[config.mk]
export PLATFORM = sky130hd
export DESIGN_NAME = tli_serdiv
export DESIGN_NICKNAME = d
export VERILOG_FILES = /design/src/hw/rtl/tli_pkg.sv /design/src/hw/rtl/tli_serdiv.sv
export SDC_FILE = /design/constraint.sdc
export NUM_CORES = 1
export LEC_CHECK = 0
export ABC_AREA = 1
export BUFFER_PORTS_ARGS = -buffer_cell sky130_fd_sc_hd__buf_2
export CAP_MARGIN = 20
export CELL_PAD_IN_SITES_DETAIL_PLACEMENT = 1
export CELL_PAD_IN_SITES_GLOBAL_PLACEMENT = 2
export CORE_MARGIN = 2
export CORE_UTILIZATION = 34
export DETAILED_ROUTE_END_ITERATION = 12
export MAX_ROUTING_LAYER = met4
export PLACE_DENSITY = 0.82
export SLEW_MARGIN = 20
export SYNTH_ARGS = -nofsm -noshare
export SYNTH_HDL_FRONTEND = slang
export SYNTH_SLANG_ARGS = --single-unit
export TNS_END_PERCENT = 5
[constraint.sdc]
create_clock -name clk -period 4.23 [get_ports clk]
set_clock_uncertainty 0.05 [all_clocks]
set_input_delay 1.269 -clock clk [delete_from_list [all_inputs] [get_ports clk]]
set_output_delay 1.269 -clock clk [all_outputs]
set_load 0.05 [all_outputs]
[src/hw/rtl/tli_pkg.sv]
`default_nettype none
// ============================================================================
// tli_pkg
// Shared types, constants and saturation helpers for the table interpolator.
// ============================================================================
package tli_pkg;

    localparam int POINTS_DEF = 64;
    localparam int FUNCS_DEF  = 4;

    localparam int DATA_W = 32;
    localparam int FRAC_W = 16;
    localparam int MAG_W  = DATA_W;
    localparam int QUOT_W = 2 * DATA_W - FRAC_W;
    localparam int PROD_W = 2 * DATA_W;
    localparam int SUM_W  = QUOT_W + 2;

    localparam int REQ_TYPE_W   = 2;
    localparam int POINT_IDX_W  = 6;
    localparam int FUNC_IDX_W   = 2;
    localparam int NUM_POINTS_W = 7;
    localparam int NUM_FUNCS_W  = 3;

    localparam int APB_ADDR_W  = 3;
    localparam int APB_DATA_W  = 32;
    localparam int REG_SEL_BIT = 2;

    localparam logic [0:0] REG_NUM_POINTS = 1'b0;
    localparam logic [0:0] REG_NUM_FUNCS  = 1'b1;

    localparam logic [NUM_POINTS_W-1:0] NUM_POINTS_RST = 7'd2;
    localparam logic [NUM_FUNCS_W-1:0]  NUM_FUNCS_RST  = 3'd1;

    localparam logic STATUS_OK      = 1'b0;
    localparam logic STATUS_EQUAL_X = 1'b1;

    typedef enum logic [REQ_TYPE_W-1:0] {
        REQ_WRITE_X    = 2'd0,
        REQ_WRITE_Y    = 2'd1,
        REQ_EVAL_VALUE = 2'd2,
        REQ_EVAL_SLOPE = 2'd3
    } tli_req_type_t;

    typedef struct packed {
        logic [REQ_TYPE_W-1:0]   req_type;
        logic [POINT_IDX_W-1:0]  point_index;
        logic [FUNC_IDX_W-1:0]   func_index;
        logic signed [DATA_W-1:0] data_value;
    } tli_req_t;

    typedef struct packed {
        logic [FUNC_IDX_W-1:0]    func_index_out;
        logic signed [DATA_W-1:0] result_value;
        logic                     status;
        logic                     last;
    } tli_result_t;

    // magnitude of a sign-extended difference
    function automatic logic [MAG_W-1:0] abs_diff(input logic [MAG_W:0] v);
        logic [MAG_W:0] neg_v;
        neg_v = -v;
        return v[MAG_W] ? neg_v[MAG_W-1:0] : v[MAG_W-1:0];
    endfunction

    // sign and magnitude quotient to saturated data word
    function automatic logic [DATA_W-1:0] sat_mag(input logic neg,
                                                  input logic [QUOT_W-1:0] mag);
        logic [QUOT_W-1:0] lim_pos;
        logic [QUOT_W-1:0] lim_neg;
        logic [DATA_W-1:0] mag_lo;
        lim_pos = {{(QUOT_W-DATA_W+1){1'b0}}, {(DATA_W-1){1'b1}}};
        lim_neg = lim_pos + QUOT_W'(1);
        mag_lo  = mag[DATA_W-1:0];
        if (neg)
        begin
            return (mag > lim_neg) ? {1'b1, {(DATA_W-1){1'b0}}} : -mag_lo;
        end
        return (mag > lim_pos) ? {1'b0, {(DATA_W-1){1'b1}}} : mag_lo;
    endfunction

    function automatic logic [DATA_W-1:0] sat_sum(input logic signed [SUM_W-1:0] v);
        logic signed [SUM_W-1:0] hi_lim;
        logic signed [SUM_W-1:0] lo_lim;
        hi_lim = {{(SUM_W-DATA_W+1){1'b0}}, {(DATA_W-1){1'b1}}};
        lo_lim = {{(SUM_W-DATA_W+1){1'b1}}, {(DATA_W-1){1'b0}}};
        if (v > hi_lim)
        begin
            return hi_lim[DATA_W-1:0];
        end
        if (v < lo_lim)
        begin
            return lo_lim[DATA_W-1:0];
        end
        return v[DATA_W-1:0];
    endfunction

endpackage
`default_nettype wire

[src/hw/rtl/tli_serdiv.sv]
`default_nettype none
// ============================================================================
// tli_serdiv
// Bit-serial restoring divider, one quotient bit per cycle, unsigned.
// ============================================================================
module tli_serdiv (
    input  wire logic                        clk,
    input  wire logic                        rst_n,
    input  wire logic                        start,
    input  wire logic [tli_pkg::QUOT_W-1:0]  dividend,
    input  wire logic [tli_pkg::MAG_W-1:0]   divisor,
    output logic                             done,
    output logic      [tli_pkg::QUOT_W-1:0]  quotient
);
    import tli_pkg::*;

    localparam int CNT_W = $clog2(QUOT_W + 1);

    logic [CNT_W-1:0]  cnt_reg, cnt_next;
    logic              done_reg, done_next;
    logic [QUOT_W-1:0] quo_reg, quo_next;
    logic [MAG_W-1:0]  rem_reg, rem_next;
    logic [MAG_W-1:0]  dvs_reg, dvs_next;
    logic [MAG_W:0]    rem_shift;
    logic [MAG_W+1:0]  trial;
    logic              fits;
    logic              running;

    always_comb
    begin
        running   = (cnt_reg != '0);
        rem_shift = {rem_reg, quo_reg[QUOT_W-1]};
        trial     = {1'b0, rem_shift} - {2'b00, dvs_reg};
        fits      = !trial[MAG_W+1];
        cnt_next  = cnt_reg;
        quo_next  = quo_reg;
        rem_next  = rem_reg;
        dvs_next  = dvs_reg;
        done_next = running && !start && (cnt_reg == CNT_W'(1));
        if (start)
        begin
            cnt_next = CNT_W'(QUOT_W);
            quo_next = dividend;
            rem_next = '0;
            dvs_next = divisor;
        end
        else if (running)
        begin
            cnt_next = cnt_reg - CNT_W'(1);
            quo_next = {quo_reg[QUOT_W-2:0], fits};
            rem_next = fits ? trial[MAG_W-1:0] : rem_shift[MAG_W-1:0];
        end
    end

    always_ff @(posedge clk or negedge rst_n)
    begin
        if (!rst_n)
        begin
            cnt_reg  <= '0;
            done_reg <= 1'b0;
        end
        else
        begin
            cnt_reg  <= cnt_next;
            done_reg <= done_next;
        end
    end

    always_ff @(posedge clk)
    begin
        quo_reg <= quo_next;
        rem_reg <= rem_next;
        dvs_reg <= dvs_next;
    end

    assign done     = done_reg;
    assign quotient = quo_reg;

endmodule
`default_nettype wire

**Word level (Yosys, flattened, before mapping)**

Index checks and enable logic that the tools add are counted.
W data, S select, Z words.

- Register bits: 119
- Bits in latches: 0
- RAM bits: 0
- Memory bits (read-only): 0
- Word-level logic and storage cells: 19
- Memories kept: 0

- Add/sub/neg operators: 2
- Multipliers: 0
- Divide/modulo/power cells: 0
- Magnitude comparators: 0
- Eq/ne operators: 1
- Shift operators: 0
- Mux-type cells: 5
- Bitwise logic cells: 0
- Reduce and logical (&&, ||, !) cells: 6

Operators with widths:

| operator | number |
|---|---|
| $mux W48 | 2 |
| $sub A33 B32 Y34 | 1 |
| $mux W32 | 1 |
| $mux W6 | 2 |
| $eq A6 B1 Y1 const B | 1 |
| $reduce_bool A6 Y1 | 1 |
| $sub A6 B1 Y6 const B | 1 |
| $logic_and A1 B1 Y1 | 2 |
| $logic_not A1 Y1 | 2 |
| $reduce_bool A2 Y1 | 1 |

**Longest topological paths before layout**

Gate-level depths: netlist of run 1.

- Depth after elaboration: 4
- Depth in mapped cells: 17
- Gate-level depth less buffers: 16

**Least setup slack after synthesis of run 1**

OpenSTA, ideal clock, no wires.

- Kind: input to register
- Start: input start
- End: register quo_reg[0], in the netlist quotient[0] (enable)
- Setup time: 0.385 ns
- Arrival: 2.228 ns
- Required time: 3.795 ns
- Path slack: 1.567 ns
- Stages on the path: 3
- Cells stage by stage: clkbuf_1 > nor2_2 > inv_2

- Word-level cells in the longest chain between the ends: 1

RTL lines:

| item | RTL line | text |
|---|---|---|
| from (decl) | tli_serdiv.sv:9 | `input wire logic start,` |
| $reduce_bool A2 Y1 (no line) | n/a |  |
| to (signal assigned) | tli_serdiv.sv:71 | `quo_reg <= quo_next;` |
| to (decl) | tli_serdiv.sv:21 | `logic [QUOT_W-1:0] quo_reg, quo_next;` |

No other way between the ends.
A chain may end at the register's enable or synchronous reset.

**Worst setup path after layout of run 1**

- Start: register dvs_reg[26]
- End: register rem_reg[5]

- Word-level cells in the longest chain between the ends: 2

RTL lines:

| item | RTL line | text |
|---|---|---|
| from (decl) | tli_serdiv.sv:23 | `logic [MAG_W-1:0] dvs_reg, dvs_next;` |
| from (signal assigned) | tli_serdiv.sv:73 | `dvs_reg <= dvs_next;` |
| $sub A33 B32 Y34 | tli_serdiv.sv:33 | `trial = {1'b0, rem_shift} - {2'b00, dvs_reg};` |
| $mux W32 | tli_serdiv.sv:51 | `rem_next = fits ? trial[MAG_W-1:0] : rem_shift[MAG_W-1:0];` |
| to (signal assigned) | tli_serdiv.sv:72 | `rem_reg <= rem_next;` |
| to (decl) | tli_serdiv.sv:22 | `logic [MAG_W-1:0] rem_reg, rem_next;` |

No other way between the ends.

==> metrics.txt, run 1 <==
# TYPE chip_impl_metric gauge
chip_impl_info{name="result_of_the_run",value="completed"} 1
chip_impl_metric{name="gr-usage-met3",unit=""} 0.0532
chip_impl_info{name="synth.largest_area_cell",value="sky130_fd_sc_hd__edfxtp_1"} 1
chip_impl_metric{name="place.gp.congestion",unit=""} 0.820
chip_impl_metric{name="synth.net_count",unit=""} 1163
chip_impl_metric{name="number_of_global_route_vias_before_repair",unit=""} 7244
chip_impl_metric{name="netlist_instances",unit=""} 1045
chip_impl_metric{name="cellPowerDensity",unit="mW/mm^2"} 584
chip_impl_info{name="worst_reg2reg_endpoint",value="rem_reg[5]"} 1
chip_impl_metric{name="cp.arrival",unit="ps"} 3030
chip_impl_metric{name="design_area",unit="sq mm"} 0.00902
chip_impl_metric{name="transition_time_at_the_pin_with_the_least_slew_margin",unit="ps"} 607
chip_impl_metric{name="routed-via-count",unit=""} 6873
chip_impl_info{name="hold_class",value="reg2reg"} 1
chip_impl_metric{name="timing.final.max_slew_violations",unit=""} 0
chip_impl_metric{name="die-width",unit="um"} 152
chip_impl_metric{name="max_clock_freq",unit="GHz"} 0.366
chip_impl_metric{name="drt_pass1_iterations",unit=""} 4
chip_impl_metric{name="asyncSetResetFlopFracSynth",unit=""} 0.0588
chip_impl_metric{name="cts.repair_timing.setup_buffer_count",unit=""} 0
chip_impl_metric{name="seq_area_frac_synth",unit=""} 0.430
chip_impl_metric{name="core",unit="sq mm"} 0.0217
chip_impl_metric{name="post_route_ant_nets",unit=""} 0
chip_impl_info{name="synth_top_flop_cell",value="sky130_fd_sc_hd__edfxtp_1"} 1
chip_impl_metric{name="placed_area",unit="sq mm"} 0.00840
chip_impl_info{name="synth_common_cells",value="sky130_fd_sc_hd__nand2_1, sky130_fd_sc_hd__inv_1, sky130_fd_sc_hd__nand3_1"} 1
chip_impl_metric{name="pin_count",unit=""} 132
chip_impl_metric{name="buffer_ports.inserted",unit=""} 131
chip_impl_metric{name="clock_sinks",unit=""} 119
chip_impl_metric{name="htree_num_levels",unit=""} 4
chip_impl_metric{name="leakage",unit="nW"} 4.90
chip_impl_metric{name="path_max_fanout",unit=""} 35
chip_impl_info{name="crit_type",value="reg2reg"} 1
chip_impl_metric{name="ctsHoldBuffers",unit=""} 0
chip_impl_metric{name="cts-resized-gates",unit=""} 0
chip_impl_metric{name="max_incr_delay_on_cp",unit="ps"} 530
chip_impl_metric{name="mappedNetlistArea",unit="sq mm"} 0.00748
chip_impl_info{name="worst_path_max_delay_cell",value="sky130_fd_sc_hd__nor2_8"} 1
chip_impl_info{name="crit_path_cell_trace",value="inv_1 > ha_1 > a21oi_1 > nor2_1 > o21ai_1 > nand2_1 > nor2_8 > nand2_4 > nand2_1 > nand3_1 > o21ai_1"} 1
chip_impl_metric{name="dp.cells",unit=""} 1436
chip_impl_metric{name="timing.hold.worst_path_depth",unit=""} 2
chip_impl_metric{name="globalRoute.totalOverflow",unit=""} 0
chip_impl_metric{name="synth_cell_type_count",unit=""} 40
chip_impl_info{name="cts.root.buffer_cell",value="sky130_fd_sc_hd__clkbuf_16"} 1
chip_impl_metric{name="cts_max_path_buffers",unit=""} 2
chip_impl_metric{name="cts_made_buffers",unit=""} 17
chip_impl_metric{name="grt_antenna_before_repair",unit=""} 2
chip_impl_metric{name="syn_to_final_growth",unit="%"} 20.5
chip_impl_metric{name="r2r_setup_slack",unit="ps"} 1500
chip_impl_info{name="crit_path_end_kind",value="register"} 1
chip_impl_metric{name="grt_first_pass_wirelength",unit="um"} 36800
chip_impl_metric{name="synth_edf_count",unit=""} 80
chip_impl_metric{name="clock_insertion_delay_worst_skew",unit="ps"} 430
chip_impl_metric{name="routed_wirelength",unit="um"} 22300
chip_impl_metric{name="detailedPlacementHpwl",unit="um"} 16500
chip_impl_metric{name="route.detailed.wl_per_inst",unit="um"} 15.2
chip_impl_metric{name="pin_count_of_the_biggest_net_entering_global_routing",unit=""} 56
chip_impl_metric{name="synthesis_stage_register_bit_count",unit=""} 119
chip_impl_metric{name="reg2regPathDepth",unit=""} 11
chip_impl_info{name="tritoncts",value="yes"} 1
chip_impl_info{name="most_crowded_layer_gr",value="met2"} 1
chip_impl_metric{name="post_drt_via_cell_ratio",unit=""} 4.67
chip_impl_metric{name="num_rows",unit=""} 54
chip_impl_info{name="regToRegStartpoint",value="dvs_reg[26]"} 1
chip_impl_info{name="min_delay_worst_endpoint",value="rem_reg[11]"} 1
chip_impl_metric{name="max-cap-violations",unit=""} 0
chip_impl_info{name="synth.top_cells.by_area",value="sky130_fd_sc_hd__edfxtp_1, sky130_fd_sc_hd__nand2_1, sky130_fd_sc_hd__dfxtp_1"} 1
chip_impl_metric{name="first_iter_violations",unit=""} 280
chip_impl_info{name="critical_path.startpoint_type",value="register"} 1
chip_impl_metric{name="drc",unit=""} 0
chip_impl_metric{name="slew-limit-headroom",unit=""} 0.595
chip_impl_metric{name="finalSetupViolCount",unit=""} 0
chip_impl_metric{name="final-instance-count-excl-fill",unit=""} 1471
chip_impl_info{name="synth.most_common_cell",value="sky130_fd_sc_hd__nand2_1"} 1
chip_impl_metric{name="hold_viol",unit=""} 0
chip_impl_metric{name="finalWorstPathRequiredPeriod",unit="ps"} 2730
chip_impl_metric{name="final_net_count",unit=""} 1293
chip_impl_metric{name="synth_area_per_cell",unit="sq um"} 7.16
chip_impl_metric{name="die_height",unit="um"} 152
chip_impl_metric{name="netlist.area_leader.share",unit=""} 0.321
chip_impl_metric{name="max_ir_drop_vdd",unit="uV"} 322
chip_impl_metric{name="worst_case_hold_slack",unit="ps"} 420
chip_impl_metric{name="tns",unit="ps"} 0
chip_impl_metric{name="grt.total_usage",unit=""} 0.204
chip_impl_metric{name="post_route_cells_drive_above_1_share",unit=""} 0.161
chip_impl_info{name="hold_path_startpoint",value="rem_reg[11]"} 1
chip_impl_metric{name="initial_utilization",unit=""} 0.345
chip_impl_metric{name="timing.critical_path.required",unit="ps"} 4530
chip_impl_metric{name="portion_of_the_clock_cycle_consumed_by_the_worst_path_in_the_final_layout",unit=""} 0.645
chip_impl_metric{name="synth_warnings",unit=""} 0
chip_impl_info{name="rsz0062_at_grt",value="no"} 1
chip_impl_metric{name="worst_setup_hold_path_clk_slew",unit="ps"} 70
chip_impl_metric{name="grtUsageMet1",unit=""} 0.247
chip_impl_metric{name="die_area",unit="sq mm"} 0.0232
chip_impl_metric{name="largest_register_ff_count",unit=""} 48
chip_impl_metric{name="global_route.usage.met2",unit=""} 0.340
chip_impl_metric{name="design_power_total",unit="W"} 0.00527
==> routing by layer <==
metal / part of all wire / up-vias
met5: 0 / -
met4: 0.014 / 0
met3: 0.064 / 30
met2: 0.46 / 148
met1: 0.46 / 3187
li1: - / 3508
==> worst max-delay path by stage <==
stage	startpoint	to	cells after the start	slack [ps]
4_1_cts	dvs_reg[26]	rem_reg[5]	11	1410
6_report	dvs_reg[26]	rem_reg[5]	11	1500
2_1_floorplan	start	quotient[0]	3	1570
5_1_grt	dvs_reg[26]	rem_reg[5]	11	1120
3_3_place_gp	start	quotient[20]	4	1340
3_5_place_dp	start	quotient[26]	4	1300
==> cells in the final DEF (no fill, tap or decap), types with 2 or more instances in the layout <==
cell / netlist / final
sky130_fd_sc_hd__a21oi_1: 22 / 22
sky130_fd_sc_hd__nand4_1: 10 / 10
sky130_fd_sc_hd__nand2_2: 4 / 4
sky130_fd_sc_hd__diode_2: 0 / 3
sky130_fd_sc_hd__clkbuf_16: 0 / 17
sky130_fd_sc_hd__dfxtp_1: 32 / 32
sky130_fd_sc_hd__bufinv_16: 0 / 3
sky130_fd_sc_hd__clkinv_4: 0 / 2
sky130_fd_sc_hd__nand2_1: 457 / 457
sky130_fd_sc_hd__nand2_4: 2 / 2
sky130_fd_sc_hd__nand3b_1: 16 / 16
sky130_fd_sc_hd__buf_2: 5 / 130
sky130_fd_sc_hd__nor2_2: 2 / 2
sky130_fd_sc_hd__inv_6: 0 / 6
sky130_fd_sc_hd__nor2_4: 2 / 2
sky130_fd_sc_hd__nand3_1: 81 / 81
sky130_fd_sc_hd__o21ai_1: 10 / 10
sky130_fd_sc_hd__xnor2_1: 14 / 14
sky130_fd_sc_hd__o21bai_1: 2 / 2
sky130_fd_sc_hd__nor2_1: 45 / 45
sky130_fd_sc_hd__ha_1: 34 / 34
sky130_fd_sc_hd__dfrtp_1: 7 / 7
sky130_fd_sc_hd__nor3_1: 5 / 5
sky130_fd_sc_hd__buf_4: 2 / 5
sky130_fd_sc_hd__o21ai_0: 2 / 2
sky130_fd_sc_hd__and2_1: 2 / 2
sky130_fd_sc_hd__edfxtp_1: 80 / 80
sky130_fd_sc_hd__clkinv_2: 0 / 2
sky130_fd_sc_hd__inv_1: 169 / 169
sky130_fd_sc_hd__inv_2: 9 / 9
==> cell type report <==
cell class,count,area [sq um]
multi-input cells,723,3450
diodes,3,7.51
well taps,280,350
clock inverters,15,189
flip-flops and latches,119,3220
inverters,178,668
repair buffers,136,708
fillers,2777,12700
clock buffers,17,425
==> critical path, delay by kind of cell, from the launching register on <==
family                     cells  cell delay (ps)
buffers and inverters          1               80
and+or+nand+nor                6             1390
DFF                            1              360
AOI/OAI and AO/OA              3              480
adders and majority gates      1              280
==> per-stage QoR <==
step / util / setup WS (ps)
floorplan: - / 1570
global placement: 0.387 / 1340
detailed placement: 0.387 / 1300
CTS: 0.415 / 1410
global route: 0.416 / 1120
finish: 0.416 / 1500
==> kinds of logic (layout without fill, tap and decap cells) <==
| kind of cell | Yosys count | after routing | share of synthesized area |
|---|---|---|---|
| AND/OR/NAND/NOR | 631 | 631 | 0.353 |
| buffers and inverters | 203 | 346 | 0.109 |
| flip-flops | 119 | 119 | 0.430 |
| AO/OA/AOI/OAI | 42 | 42 | 0.0308 |
| XOR/XNOR | 15 | 15 | 0.0176 |
| other | 0 | 3 | 0 |
| adder cells (fa/ha/maj) | 35 | 35 | 0.0595 |
==> power by group <==
group / switching (W) / internal (W)
Clock: 0.000615 / 0.000941
Sequential: 0.000118 / 0.00144
Combinational: 0.00143 / 0.000715
Total: 0.00217 / 0.00310
Power figures use the tool's default switching activity.
==> inputs of run 2 (changes only) <==
--- a/config.mk
+++ b/config.mk
@@ -11,10 +11,10 @@
 export CELL_PAD_IN_SITES_DETAIL_PLACEMENT = 1
 export CELL_PAD_IN_SITES_GLOBAL_PLACEMENT = 2
 export CORE_MARGIN = 2
-export CORE_UTILIZATION = 34
+export CORE_UTILIZATION = 29
 export DETAILED_ROUTE_END_ITERATION = 12
 export MAX_ROUTING_LAYER = met4
-export PLACE_DENSITY = 0.82
+export PLACE_DENSITY = 0.74
 export SLEW_MARGIN = 20
 export SYNTH_ARGS = -nofsm -noshare
 export SYNTH_HDL_FRONTEND = slang
==> constraint.sdc (replaced) <==
create_clock -name clk -period 2.45 [get_ports clk]
set_clock_uncertainty 0.05 [all_clocks]
set_input_delay 0.735 -clock clk [delete_from_list [all_inputs] [get_ports clk]]
set_output_delay 0.735 -clock clk [all_outputs]
set_load 0.05 [all_outputs]
==> metrics.txt, run 2 (same netlist as run 1, synthesis figures left out) <==
# TYPE chip_impl_metric gauge
chip_impl_metric{name="pre_cts_slack",unit="ps"} 86.0
chip_impl_metric{name="reg2regPathDepth",unit=""} 13
chip_impl_metric{name="detailedPlacementHpwl",unit="um"} 18300
chip_impl_metric{name="die_height",unit="um"} 165
chip_impl_metric{name="routed-via-count",unit=""} 6956
chip_impl_metric{name="cts_made_buffers",unit=""} 17
chip_impl_metric{name="timing.critical_path.required",unit="ps"} 2730
chip_impl_metric{name="post_drt_via_cell_ratio",unit=""} 4.52
chip_impl_metric{name="seq_power_share",unit=""} 0.292
chip_impl_metric{name="route.detailed.wl_per_inst",unit="um"} 15.4
chip_impl_metric{name="clock_insertion_delay_worst_skew",unit="ps"} 440
chip_impl_metric{name="insertedDiodeCount",unit=""} 0
chip_impl_metric{name="seq_area",unit="sq mm"} 0.00322
chip_impl_metric{name="drt_pass1_iterations",unit=""} 4
chip_impl_metric{name="htree_num_levels",unit=""} 4
chip_impl_metric{name="power.share.combinational",unit=""} 0.437
chip_impl_metric{name="worst_setup_hold_path_clk_slew",unit="ps"} 70
chip_impl_metric{name="leakage",unit="nW"} 5.00
chip_impl_info{name="critical_path.startpoint_type",value="register"} 1
chip_impl_metric{name="placed_area",unit="sq mm"} 0.00867
chip_impl_info{name="crit_type",value="reg2reg"} 1
chip_impl_info{name="worst_path_max_delay_cell",value="sky130_fd_sc_hd__fa_1"} 1
chip_impl_metric{name="max_incr_delay_on_cp",unit="ps"} 400
chip_impl_metric{name="globalRoute.totalOverflow",unit=""} 0
chip_impl_metric{name="portion_of_the_clock_cycle_consumed_by_the_worst_path_in_the_final_layout",unit=""} 0.936
chip_impl_info{name="layout.cells.most_common_list",value="sky130_fd_sc_hd__nand2_1, sky130_fd_sc_hd__inv_1, sky130_fd_sc_hd__buf_2"} 1
chip_impl_metric{name="pin_count",unit=""} 132
chip_impl_metric{name="design_area",unit="sq mm"} 0.00927
chip_impl_metric{name="final-instance-count-excl-fill",unit=""} 1538
chip_impl_metric{name="max_clock_freq",unit="GHz"} 0.436
chip_impl_metric{name="setup_slack",unit="ps"} 157
chip_impl_info{name="rsz0062_at_grt",value="no"} 1
chip_impl_info{name="tritoncts",value="yes"} 1
chip_impl_metric{name="transition_time_at_the_pin_with_the_least_slew_margin",unit="ps"} 509
chip_impl_metric{name="largest_register_ff_count",unit=""} 48
chip_impl_info{name="crit_path_cell_trace",value="inv_1 > ha_1 > inv_1 > fa_1 > buf_4 > nand3_1 > nand3b_1 > nand2_1 > nand3_1 > nand2_1 > nand3_1 > nand2_1 > nand2_1"} 1
chip_impl_metric{name="slew-limit-headroom",unit=""} 0.660
chip_impl_info{name="result_of_the_run",value="completed"} 1
chip_impl_metric{name="tns",unit="ps"} 0
chip_impl_metric{name="clock_power_share",unit=""} 0.272
chip_impl_info{name="regToRegStartpoint",value="quotient[47]"} 1
chip_impl_metric{name="hold_viol",unit=""} 0
chip_impl_metric{name="num_rows",unit=""} 58
chip_impl_metric{name="die_area",unit="sq mm"} 0.0271
chip_impl_metric{name="syn_to_final_growth",unit="%"} 23.8
chip_impl_info{name="layout.cells.most_common",value="sky130_fd_sc_hd__nand2_1"} 1
chip_impl_metric{name="number_of_global_route_vias_before_repair",unit=""} 7176
chip_impl_metric{name="drc",unit=""} 0
chip_impl_metric{name="die-width",unit="um"} 165
chip_impl_metric{name="routed_wirelength",unit="um"} 23700
chip_impl_metric{name="dp.cells",unit=""} 1506
chip_impl_metric{name="grt_first_pass_wirelength",unit="um"} 37800
chip_impl_metric{name="fillers",unit=""} 3247
chip_impl_metric{name="cp.arrival",unit="ps"} 2580
chip_impl_metric{name="power_switching_share",unit=""} 0.426
chip_impl_metric{name="pin_count_of_the_biggest_net_entering_global_routing",unit=""} 50
chip_impl_info{name="cts.root.buffer_cell",value="sky130_fd_sc_hd__clkbuf_16"} 1
chip_impl_metric{name="path_max_fanout",unit=""} 3
chip_impl_metric{name="finalWorstPathRequiredPeriod",unit="ps"} 2290
chip_impl_metric{name="grt_antenna_before_repair",unit=""} 0
chip_impl_metric{name="post_route_cells_drive_above_1_share",unit=""} 0.180
chip_impl_metric{name="cts_max_path_buffers",unit=""} 2
chip_impl_info{name="worst_path_most_repeated_cell",value="sky130_fd_sc_hd__nand2_1"} 1
chip_impl_metric{name="clock_sinks",unit=""} 119
chip_impl_metric{name="finalSetupViolCount",unit=""} 0
chip_impl_metric{name="timing.final.max_slew_violations",unit=""} 0
chip_impl_metric{name="net_switching_power_of_the_design",unit="W"} 0.00395
chip_impl_metric{name="r2r_setup_slack",unit="ps"} 160
chip_impl_metric{name="buffer_ports.inserted",unit=""} 131
chip_impl_metric{name="core",unit="sq mm"} 0.0253
chip_impl_metric{name="first_iter_violations",unit=""} 289
chip_impl_metric{name="post_route_ant_nets",unit=""} 0
chip_impl_metric{name="max_ir_drop_vdd",unit="uV"} 363
chip_impl_info{name="worst_reg2reg_endpoint",value="rem_reg[26]"} 1
chip_impl_metric{name="power_report.internal_total",unit="W"} 0.00531
chip_impl_metric{name="ctsHoldBuffers",unit=""} 0
chip_impl_metric{name="place.gp.congestion",unit=""} 0.865
chip_impl_info{name="crit_path_end_kind",value="register"} 1
chip_impl_metric{name="final_net_count",unit=""} 1313
chip_impl_metric{name="finish.utilization",unit=""} 0.367
chip_impl_metric{name="max-cap-violations",unit=""} 0
chip_impl_info{name="hold_class",value="in2async"} 1
chip_impl_metric{name="initial_utilization",unit=""} 0.296
chip_impl_metric{name="cellPowerDensity",unit="mW/mm^2"} 1000
chip_impl_metric{name="multi_input_area",unit="sq mm"} 0.00347
chip_impl_metric{name="grt.total_usage",unit=""} 0.188
==> run 2: critical path, delay by kind of cell (launching register included) <==
| kind | cells | cell delay [ps] |
|---|---|---|
| flops | 1 | 380 |
| fa+ha+maj | 2 | 550 |
| simple gates | 8 | 880 |
| buf+inv | 3 | 320 |
==> run 2: timing repair <==
item	in CTS	in global routing
resized for setup	0	6
endpoints found under the setup margin	0	9
buffers inserted	0	0
==> run 2: power by group through the flow <==
stage	sequential [W]	clock, W	combinational [W]
2_1_floorplan	0.00298	0	0.00260
3_3_place_gp	0.00273	0	0.00406
3_5_place_dp	0.00274	0	0.00409
4_1_cts	0.00270	0.00260	0.00412
5_1_grt	0.00275	0.00268	0.00460
6_report	0.00270	0.00251	0.00405
==> run 2: stage by stage <==
step,hold slack (ps),power (W)
after floorplan,389,0.00558
after global placement,410,0.00679
after detailed placement,411,0.00682
after CTS,68.3,0.00942
after global routing,63.2,0.0100
final,77.2,0.00926
==> run 2: layout make-up <==
class	count	area share
Inverter	178	0.0721
Tap cell	330	0.0446
Sequential cell	119	0.347
Clock inverter	15	0.0162
Timing Repair Buffer	156	0.0994
Multi-Input combinational cell	723	0.374
Clock buffer	17	0.0459
==> run 2: worst max path at each step <==
stage / start / endpoint / slack (ps) / cells after the start
after global placement: quotient[47] / rem_reg[12] / 190 / 14
after CTS: quotient[47] / rem_reg[12] / 80 / 14
after global routing: quotient[47] / rem_reg[24] / 2 / 15
final: quotient[47] / rem_reg[26] / 160 / 13
after detailed placement: quotient[47] / rem_reg[12] / 90 / 14
after floorplan: quotient[47] / rem_reg[16] / 90 / 13
==> run 2: metal layers <==
| metal | track usage | routed length (um) |
|---|---|---|
| met1 | 0.230 | 10900 |
| met2 | 0.311 | 11400 |
| met3 | 0.0457 | 1040 |
| met4 | 0.0530 | 357 |
| met5 | - | 0 |
